==> src/rtl/trle_pkg.sv <==
// Shared types, constants and helpers of the threshold run-length encoder.
// No dependencies; every other file of the block imports this package.
package trle_pkg;

  localparam int VALUE_WIDTH = 32;
  localparam int MAX_LEN     = 65536;
  // Counters must hold MAX_LEN + 1 so that the element count can flag overflow.
  localparam int CNT_W       = $clog2(MAX_LEN + 2);

  // A classified sample on its way from the front to the back.
  typedef struct packed {
    logic [VALUE_WIDTH-1:0] sample;
    logic                   keep;
    logic                   last;
  } item_t;

  // One result as it is queued for the output.
  typedef struct packed {
    logic                   kind;
    logic [VALUE_WIDTH-1:0] kept_value;
    logic [CNT_W-1:0]       run_length;
    logic                   first_run_kept;
    logic [CNT_W-1:0]       kept_total;
    logic [CNT_W-1:0]       run_total;
    logic                   overflow;
    logic                   final_res;
  } res_t;

  localparam logic KIND_KEPT = 1'b0;
  localparam logic KIND_RUN  = 1'b1;

  // Count up, holding at MAX_LEN.
  function automatic logic [CNT_W-1:0] sat_inc(input logic [CNT_W-1:0] v);
    return (v < CNT_W'(MAX_LEN)) ? v + 1'b1 : CNT_W'(MAX_LEN);
  endfunction

endpackage

==> src/rtl/trle_front.sv <==
// Front end: threshold register, sample classification and the item queue.
// Depends on trle_pkg.
module trle_front import trle_pkg::*; (
  input  logic                   clk,
  input  logic                   rst,
  input  logic                   push,
  input  logic [VALUE_WIDTH-1:0] sample,
  input  logic                   end_of_vector,
  output logic                   full,
  input  logic                   threshold_we,
  input  logic [VALUE_WIDTH-1:0] threshold_wdata,
  output logic                   item_valid,
  output item_t                  item,
  input  logic                   item_pop
);

  logic [VALUE_WIDTH-1:0] threshold;
  item_t                  slots [2];
  logic                   wp;
  logic                   rp;
  logic [1:0]             count;
  logic                   accept;
  item_t                  incoming;

  assign full       = (count == 2'd2);
  assign accept     = push && !full;
  assign item_valid = (count != 2'd0);
  assign item       = slots[rp];

  // Classify: keep anything at or above the threshold.
  always_comb begin
    incoming.sample = sample;
    incoming.keep   = ($signed(sample) >= $signed(threshold));
    incoming.last   = end_of_vector;
  end

  always_ff @(posedge clk) begin
    if (rst) begin
      threshold <= '0;
      wp        <= 1'b0;
      rp        <= 1'b0;
      count     <= 2'd0;
    end else begin
      if (threshold_we) begin
        threshold <= threshold_wdata;
      end
      if (accept) begin
        wp <= ~wp;
      end
      if (item_pop) begin
        rp <= ~rp;
      end
      count <= count + 2'(accept) - 2'(item_pop);
    end
  end

  always_ff @(posedge clk) begin
    if (accept) begin
      slots[wp] <= incoming;
    end
  end

endmodule

==> src/rtl/trle_res_queue.sv <==
// Two-entry result queue that parts the back end from the output handshake.
// Depends on trle_pkg.
module trle_res_queue import trle_pkg::*; (
  input  logic clk,
  input  logic rst,
  input  logic wr,
  input  res_t wdata,
  output logic space,
  input  logic pop,
  output logic empty,
  output res_t head
);

  res_t       slots [2];
  logic       wp;
  logic       rp;
  logic [1:0] count;
  logic       rd;

  assign space = (count != 2'd2);
  assign empty = (count == 2'd0);
  assign rd    = pop && !empty;
  assign head  = slots[rp];

  always_ff @(posedge clk) begin
    if (rst) begin
      wp    <= 1'b0;
      rp    <= 1'b0;
      count <= 2'd0;
    end else begin
      if (wr) begin
        wp <= ~wp;
      end
      if (rd) begin
        rp <= ~rp;
      end
      count <= count + 2'(wr) - 2'(rd);
    end
  end

  always_ff @(posedge clk) begin
    if (wr) begin
      slots[wp] <= wdata;
    end
  end

endmodule

==> src/rtl/trle_back.sv <==
// Back end: run tracking and result sequencing, one result per cycle unless stalled.
// Depends on trle_pkg.
module trle_back import trle_pkg::*; (
  input  logic  clk,
  input  logic  rst,
  input  logic  item_valid,
  input  item_t item,
  output logic  item_pop,
  output logic  res_wr,
  output res_t  res,
  input  logic  res_space
);

  typedef enum logic [1:0] {PH_HEAD, PH_KEPT, PH_FINAL} phase_t;

  phase_t           phase, phase_next;
  logic             at_start, at_start_next;
  logic             cur_kept, cur_kept_next;
  logic [CNT_W-1:0] run_len, run_len_next;
  logic             first_kept, first_kept_next;
  logic [CNT_W-1:0] kept_cnt, kept_cnt_next;
  logic [CNT_W-1:0] runs, runs_next;
  logic [CNT_W-1:0] elems, elems_next;
  logic             emit;
  logic             done;
  logic             go;

  always_comb begin
    phase_next      = phase;
    at_start_next   = at_start;
    cur_kept_next   = cur_kept;
    run_len_next    = run_len;
    first_kept_next = first_kept;
    kept_cnt_next   = kept_cnt;
    runs_next       = runs;
    elems_next      = elems;
    emit            = 1'b0;
    done            = 1'b0;
    res             = '0;
    case (phase)
      PH_HEAD: begin
        elems_next = (elems <= CNT_W'(MAX_LEN)) ? elems + 1'b1 : elems;
        if (at_start) begin
          at_start_next   = 1'b0;
          first_kept_next = item.keep;
          cur_kept_next   = item.keep;
          run_len_next    = CNT_W'(1);
        end else if (item.keep == cur_kept) begin
          run_len_next = sat_inc(run_len);
        end else begin
          // Kind changed: close the running run.
          emit               = 1'b1;
          runs_next          = sat_inc(runs);
          res.kind           = KIND_RUN;
          res.run_length     = run_len;
          res.first_run_kept = first_kept;
          res.kept_total     = kept_cnt;
          res.run_total      = runs_next;
          res.overflow       = (elems_next > CNT_W'(MAX_LEN));
          cur_kept_next      = item.keep;
          run_len_next       = CNT_W'(1);
        end
        if (item.keep) begin
          phase_next = PH_KEPT;
        end else if (item.last) begin
          phase_next = PH_FINAL;
        end else begin
          done = 1'b1;
        end
      end
      PH_KEPT: begin
        emit               = 1'b1;
        kept_cnt_next      = sat_inc(kept_cnt);
        res.kind           = KIND_KEPT;
        res.kept_value     = item.sample;
        res.first_run_kept = first_kept;
        res.kept_total     = kept_cnt_next;
        res.run_total      = runs;
        res.overflow       = (elems > CNT_W'(MAX_LEN));
        if (item.last) begin
          phase_next = PH_FINAL;
        end else begin
          done = 1'b1;
        end
      end
      PH_FINAL: begin
        emit               = 1'b1;
        res.kind           = KIND_RUN;
        res.run_length     = run_len;
        res.first_run_kept = first_kept;
        res.kept_total     = kept_cnt;
        res.run_total      = sat_inc(runs);
        res.overflow       = (elems > CNT_W'(MAX_LEN));
        res.final_res      = 1'b1;
        // Drop back to the start state for the next vector.
        at_start_next      = 1'b1;
        cur_kept_next      = 1'b0;
        run_len_next       = '0;
        first_kept_next    = 1'b0;
        kept_cnt_next      = '0;
        runs_next          = '0;
        elems_next         = '0;
        done               = 1'b1;
      end
      default: begin
        done = 1'b1;
      end
    endcase
    if (done) begin
      phase_next = PH_HEAD;
    end
  end

  // Hold the step while its result has nowhere to go.
  assign go       = item_valid && (!emit || res_space);
  assign res_wr   = go && emit;
  assign item_pop = go && done;

  always_ff @(posedge clk) begin
    if (rst) begin
      phase      <= PH_HEAD;
      at_start   <= 1'b1;
      cur_kept   <= 1'b0;
      run_len    <= '0;
      first_kept <= 1'b0;
      kept_cnt   <= '0;
      runs       <= '0;
      elems      <= '0;
    end else if (go) begin
      phase      <= phase_next;
      at_start   <= at_start_next;
      cur_kept   <= cur_kept_next;
      run_len    <= run_len_next;
      first_kept <= first_kept_next;
      kept_cnt   <= kept_cnt_next;
      runs       <= runs_next;
      elems      <= elems_next;
    end
  end

endmodule

==> src/rtl/threshold_run_length_encoder.sv <==
// Threshold run-length encoder, top level.
// Depends on trle_pkg, trle_front, trle_back and trle_res_queue.
//
// Samples stream in as requests on a queue-style port (push/full), the last
// one of each vector flagged by end_of_vector. Each sample at or above the
// signed threshold is passed out as a kind 0 result; whenever the run of
// kept or dropped samples changes kind, and at the end of the vector, the
// finished run length goes out as a kind 1 result, the last one of a vector
// carrying final_res and the vector totals. Every result also carries the
// running totals, the first-run flag and the overflow flag, which rises once
// a vector exceeds MAX_LEN samples. Counts saturate at MAX_LEN. The front
// classifies a sample in the cycle it is taken and parks it in a two-entry
// queue; the back sequencer then takes each sample through a head step,
// which closes the running run when the kind changes, a step that passes
// out the value of a kept sample, and, at the end of a vector, a step that
// closes the last run. Results wait in a two-entry queue read with
// empty/pop, so the front keeps taking requests while the output is
// stalled, until its own two-entry queue fills. The threshold is written
// through threshold_we/threshold_wdata and applies to samples taken
// afterwards; write it only while no vector is in flight.
module threshold_run_length_encoder import trle_pkg::*; (
  input  logic                          clk,
  input  logic                          rst,
  input  logic                          push,
  output logic                          full,
  input  logic signed [VALUE_WIDTH-1:0] sample,
  input  logic                          end_of_vector,
  input  logic                          threshold_we,
  input  logic signed [VALUE_WIDTH-1:0] threshold_wdata,
  output logic                          empty,
  input  logic                          pop,
  output logic                          kind,
  output logic signed [VALUE_WIDTH-1:0] kept_value,
  output logic        [CNT_W-1:0]       run_length,
  output logic                          first_run_kept,
  output logic        [CNT_W-1:0]       kept_total,
  output logic        [CNT_W-1:0]       run_total,
  output logic                          overflow,
  output logic                          final_res
);

  logic  item_valid;
  item_t item;
  logic  item_pop;
  logic  res_wr;
  res_t  res;
  logic  res_space;
  res_t  head;

  // Front: take requests, compare against the threshold, queue them.
  trle_front u_front (
    .clk             (clk),
    .rst             (rst),
    .push            (push),
    .sample          (sample),
    .end_of_vector   (end_of_vector),
    .full            (full),
    .threshold_we    (threshold_we),
    .threshold_wdata (threshold_wdata),
    .item_valid      (item_valid),
    .item            (item),
    .item_pop        (item_pop)
  );

  // Back: track runs and emit results one at a time.
  trle_back u_back (
    .clk        (clk),
    .rst        (rst),
    .item_valid (item_valid),
    .item       (item),
    .item_pop   (item_pop),
    .res_wr     (res_wr),
    .res        (res),
    .res_space  (res_space)
  );

  // Output side: hold results until the consumer pops them.
  trle_res_queue u_res_queue (
    .clk   (clk),
    .rst   (rst),
    .wr    (res_wr),
    .wdata (res),
    .space (res_space),
    .pop   (pop),
    .empty (empty),
    .head  (head)
  );

  assign kind           = head.kind;
  assign kept_value     = head.kept_value;
  assign run_length     = head.run_length;
  assign first_run_kept = head.first_run_kept;
  assign kept_total     = head.kept_total;
  assign run_total      = head.run_total;
  assign overflow       = head.overflow;
  assign final_res      = head.final_res;

  // Never write a result into a full queue.
  a_no_res_overrun: assert property (@(posedge clk) disable iff (rst)
    res_wr |-> res_space)
    else $error("result written while result queue full");

  // Only retire an item that is actually queued.
  a_pop_valid: assert property (@(posedge clk) disable iff (rst)
    item_pop |-> item_valid)
    else $error("item retired from empty item queue");

  // A closing result is always a run length.
  a_final_is_run: assert property (@(posedge clk) disable iff (rst)
    (res_wr && res.final_res) |-> (res.kind == KIND_RUN))
    else $error("final result is not a run length");

  // After reset the result queue is empty and the item queue is not full.
  a_reset_empty: assert property (@(posedge clk)
    rst |=> (empty && !full))
    else $error("queues not empty after reset");

endmodule
==> config.mk <==
export PLATFORM = sky130hd
export DESIGN_NAME = threshold_run_length_encoder
export DESIGN_NICKNAME = d
export VERILOG_FILES = /design/src/rtl/trle_pkg.sv /design/src/rtl/trle_front.sv /design/src/rtl/trle_res_queue.sv /design/src/rtl/trle_back.sv /design/src/rtl/threshold_run_length_encoder.sv
export SDC_FILE = /design/constraint.sdc
export NUM_CORES = 1
export LEC_CHECK = 0
export ABC_CLOCK_PERIOD_IN_PS = 10200
export BUFFER_PORTS_ARGS = -buffer_cell sky130_fd_sc_hd__buf_2
export CORE_ASPECT_RATIO = 1.75
export CORE_UTILIZATION = 53
export CTS_BUF_LIST = sky130_fd_sc_hd__clkbuf_8
export DETAILED_ROUTE_END_ITERATION = 8
export GPL_ROUTABILITY_DRIVEN = 1
export PLACE_DENSITY_LB_ADDON = 0.3
export RECOVER_POWER = 25
export SYNTH_ARGS = -nofsm -noshare
export SYNTH_HDL_FRONTEND = slang
export SYNTH_HIERARCHICAL = 1
export SYNTH_SLANG_ARGS = --single-unit
==> constraint.sdc <==
create_clock -name clk -period 10.2 [get_ports clk]
set_clock_uncertainty 0.15 [all_clocks]
set_input_delay 1.02 -clock clk [delete_from_list [all_inputs] [get_ports clk]]
set_output_delay 1.02 -clock clk [all_outputs]
set_load 0.1 [all_outputs]
==> impl_results.md <==
* R2r setup slk at around 5.5 ns
* Sequential area share after synthesis at between 50 and 60%
* Post-synth top area cell: edfxtp_1
* Critical Path Fanout Max at 100
* CP top delay family: buffers and inverters
* Die Span Y at 235 um
* Total wire length at around 33000 um
* IO Pins at 159
* P_leak at ~0.0067 uW
* Core outline area at between 30000 and 40000 um^2
* Slowest stage cell on the critical path: clkbuf_1
* Hold Crit Class: flip-flop to flip-flop
* Xor/xnor share of the synthesized area at under 10%
* Status: finished, violations left
* CP dominant cell by count: o21ai_1
* Synth cell types at 64
* Post-DP HPWL at around 22000 um
* Post-synth EDFFs at about 240
* Fin nets at between 1500 and 2000
* Accumulated negative setup slack at 0 ns
* Synth Area in Adders at approximately 3.4%
* #FFs+latches synth at around 360
* Internal power at 2790 uW
* Part of the power in the clock network at roughly a fifth
* Worst R2R End: u_res_queue/slots[0][60]$_DFFE_PP_
* Final Hold Vio Count at 0
* Synthesized area per cell at roughly 12 um^2
* Layout cells sized above 1 at 22.1%
* Clock root cell: clkbuf_8
* Port Buffers at between 150 and 200
* DR vias at between 10000 and 15000
* Slew @ Worst Pin at around 4.6 ns
* Grt total ovfl at 0
* Synth area leaders: edfxtp_1 44%, dfxtp_1 14%, mux2_2 6.4%
* Worst R2R Path Depth at 8
* Largest family of logic cells by synthesized area: simple AND/OR/NAND/NOR gates
* Critical Path Start Type: primary input
* Vias in the first global route at 11105
* Diodes inserted at 0
* Compound-gate portion of the synthesized area at under 10%
* Die W at ~130 um
* Setup crit end kind: flip-flop
* Post-route ant nets at 0
* Gate Count Post-Synth at roughly 1400
* Total die area at 31700 um^2
* Initial core utilization at a little over half
* Most used DFF post-synth: edfxtp_1
* Synth top area share at approximately 44%
* Clock Tree Buf Depth at 3
* Worst relative slew slack at -206%
* Failing checks: capacitance limit, slew limit
* Worst-path clk slew at about 0.060 ns
* Crit share post-route at 49.9%
* Sw Share at between 40 and 50%
* Post-synthesis simple-gate area fraction at roughly an eighth
* # DRC at 0
* Total clock sinks at roughly 360
* Vias per std cell at approximately 5.6
* Share of synthesized flip-flops with an asynchronous set or reset at 0%
* Mux contribution to synthesized area at a little under an eighth
* Post-CTS setup repair buffer count at 0
* Stages on worst setup path at 4
* Final Setup Violations at 0
* CTS-repair resized insts at 0
* RSZ-0062 raised after global routing: no
* Drt first pass iters at 5
* CTS buffer count at 50
* CTS tree: built
* Synth Warn # at 6
* Initial antenna violation count at 1
* Worst-path cell chain: clkbuf_1, a21oi_1, o21ai_1, o21ai_1
* Final slew viol count at between 150 and 200
* FP Rows at 84
* First-pass GRT wire length at ~53000 um
* Syn Std Cell Area at between 15000 and 20000 um^2
* CP Data Required Time at approximately 11 ns
* Net Count, Synth at between 1000 and 1500
* Crit path from: rst
* Largest net degree at the start of global routing at 101
* # hold bufs at CTS at 0
* Starting DRT DRC Count at 480
* All-Layer GR Usage at roughly a fifth
* RePlAce Congestion at about 0.86
* Filler Cell Count at around 2400
* Fmax at just under 200 MHz
* Psw at around 2200 uW
* Pwr/cell area at 273 nW/um^2
* Max-Cap Viols at 3
* WP buf/inv at 1
* Skew-Pair Late Insertion Delay at just under 0.6 ns
* Peak supply drop at 0.220 mV
* Critical path arrival at 5.40 ns
* CTS H-tree depth at 2
* Sequential share of power at a little under two fifths
* Synth-to-layout area growth at 11.6%
* WS Path Type: primary input to flip-flop
* Combinational share of power at 41.9%
* Slowest stage delay, CP at between 3 and 4 ns
* Final hold slack at around 0.34 ns
* Routed len/inst at 16.9 um
* Critical path endpoint: u_back/runs[2]$_SDFFE_PP0P_
* Minimum clock period at around 5.1 ns
-- tightest hold or removal path, cell delays in order (launching register included) --
cell,delay (ns)
dfxtp_1,0.33
nand2_1,0.06
a21oi_1,0.05
-- registers in the layout (all words and copies together), names as in the netlist, 2 cells and up, named ones only --
register           flops
u_back/elems          17
u_back/runs           17
u_front/count          2
u_res_queue/count      2
u_back/phase           2
u_back/run_len        17
u_front/slots         68
u_back/kept_cnt       17
u_res_queue/slots    174
u_front/threshold     32
-- cell usage in the layout, fill, tap and decap left out, types with 6 or more instances in the layout --
cell type,n
mux2_2,93
nand4_1,20
nand3_1,34
nor3_1,17
o31ai_1,6
o21ai_0,28
clkbuf_1,35
buf_4,7
mux2i_1,35
or3_1,11
clkinv_1,11
inv_1,64
and3_1,15
clkinv_2,10
nor2b_1,31
edfxtp_1,242
a31oi_1,9
a311oi_1,11
xor2_1,18
nand2_1,50
mux2_4,30
o21ai_1,20
a21oi_1,64
dfxtp_1,114
ha_1,45
buf_2,125
a22oi_1,40
nand2b_1,8
xnor2_1,19
clkbuf_8,56
nor2_1,181
and2_0,32
-- area by class of cell --
class | count | area [um^2] | share of cell area (%)
Clock buffer | 56 | 771 | 4.21
Clock inverter | 37 | 185 | 1.01
Inverter | 51 | 191 | 1.05
Multi-Input combinational cell | 890 | 6300 | 34.4
Sequential cell | 357 | 9570 | 52.3
Tap cell | 387 | 484 | 2.64
Timing Repair Buffer | 167 | 810 | 4.42
-- logic make-up (layout without fill, tap and decap cells) --
logic type / count (synthesis) / in the layout
flops: 357 / 357
xor+xnor: 38 / 38
fa+ha+maj: 45 / 45
buf+inv: 129 / 311
simple gates: 439 / 439
compound gates: 210 / 210
mux: 158 / 158
-- metrics by stage --
stage                     total power (uW)  area, um^2  std cells  setup slack [ns]  util (%)
after detailed placement              4000       17400       1852              5.43      57.5
final                                 5000       18300       1945              5.11      60.5
after global placement                3970       17400       1852              5.55      57.5
after global routing                  5230       18300       1945              4.59      60.5
after floorplan                       3660       16400       1376              3.61         -
after CTS                             5050       18400       1945              5.41      60.7
-- cells in the mapped netlist (all sizes together), types with 12 or more instances --
library cell,n
dfxtp,115
clkbuf,48
and2,38
nand3,34
nor3,17
nor2b,32
nand4,21
inv,51
xor2,18
ha,45
o21ai,48
mux2i,35
a21oi,65
a311oi,12
edfxtp,242
nand2,50
nor2,183
and3,15
buf,30
mux2,123
xnor2,19
a22oi,40
-- how the worst min path moves through the flow --
stage,start,to,cells after the start
CTS,u_back/phase[0]$_SDFFE_PP0P_,u_back/phase[0]$_SDFFE_PP0P_,2
global placement,u_front/threshold[20]$_SDFFE_PP0P_,u_front/threshold[20]$_SDFFE_PP0P_,2
floorplan,u_front/threshold[10]$_SDFFE_PP0P_,u_front/threshold[10]$_SDFFE_PP0P_,2
finish,u_back/phase[1]$_SDFFE_PP0P_,u_back/phase[1]$_SDFFE_PP0P_,2
global route,u_back/phase[0]$_SDFFE_PP0P_,u_back/phase[0]$_SDFFE_PP0P_,2
detailed placement,u_front/threshold[20]$_SDFFE_PP0P_,u_front/threshold[20]$_SDFFE_PP0P_,2
-- power by group through the flow --
stage / combinational (uW) / clock (uW) / sequential (uW)
floorplan: 1780 / 0 / 1880
global placement: 2090 / 0 / 1880
detailed placement: 2110 / 0 / 1890
CTS: 2110 / 1070 / 1860
global route: 2210 / 1140 / 1880
finish: 2090 / 1050 / 1860
-- layer usage --
| metal | GRT usage (%) | vias to the layer above | part of all wire, % |
|---|---|---|---|
| li1 | - | 5273 | - |
| met1 | 20.6 | 5146 | 36 |
| met3 | 4.42 | 88 | 5.0 |
| met2 | 39.9 | 306 | 55 |
| met5 | 0 | - | 0.024 |
| met4 | 11.1 | 2 | 4.1 |
Power figures use the tool's default switching activity.
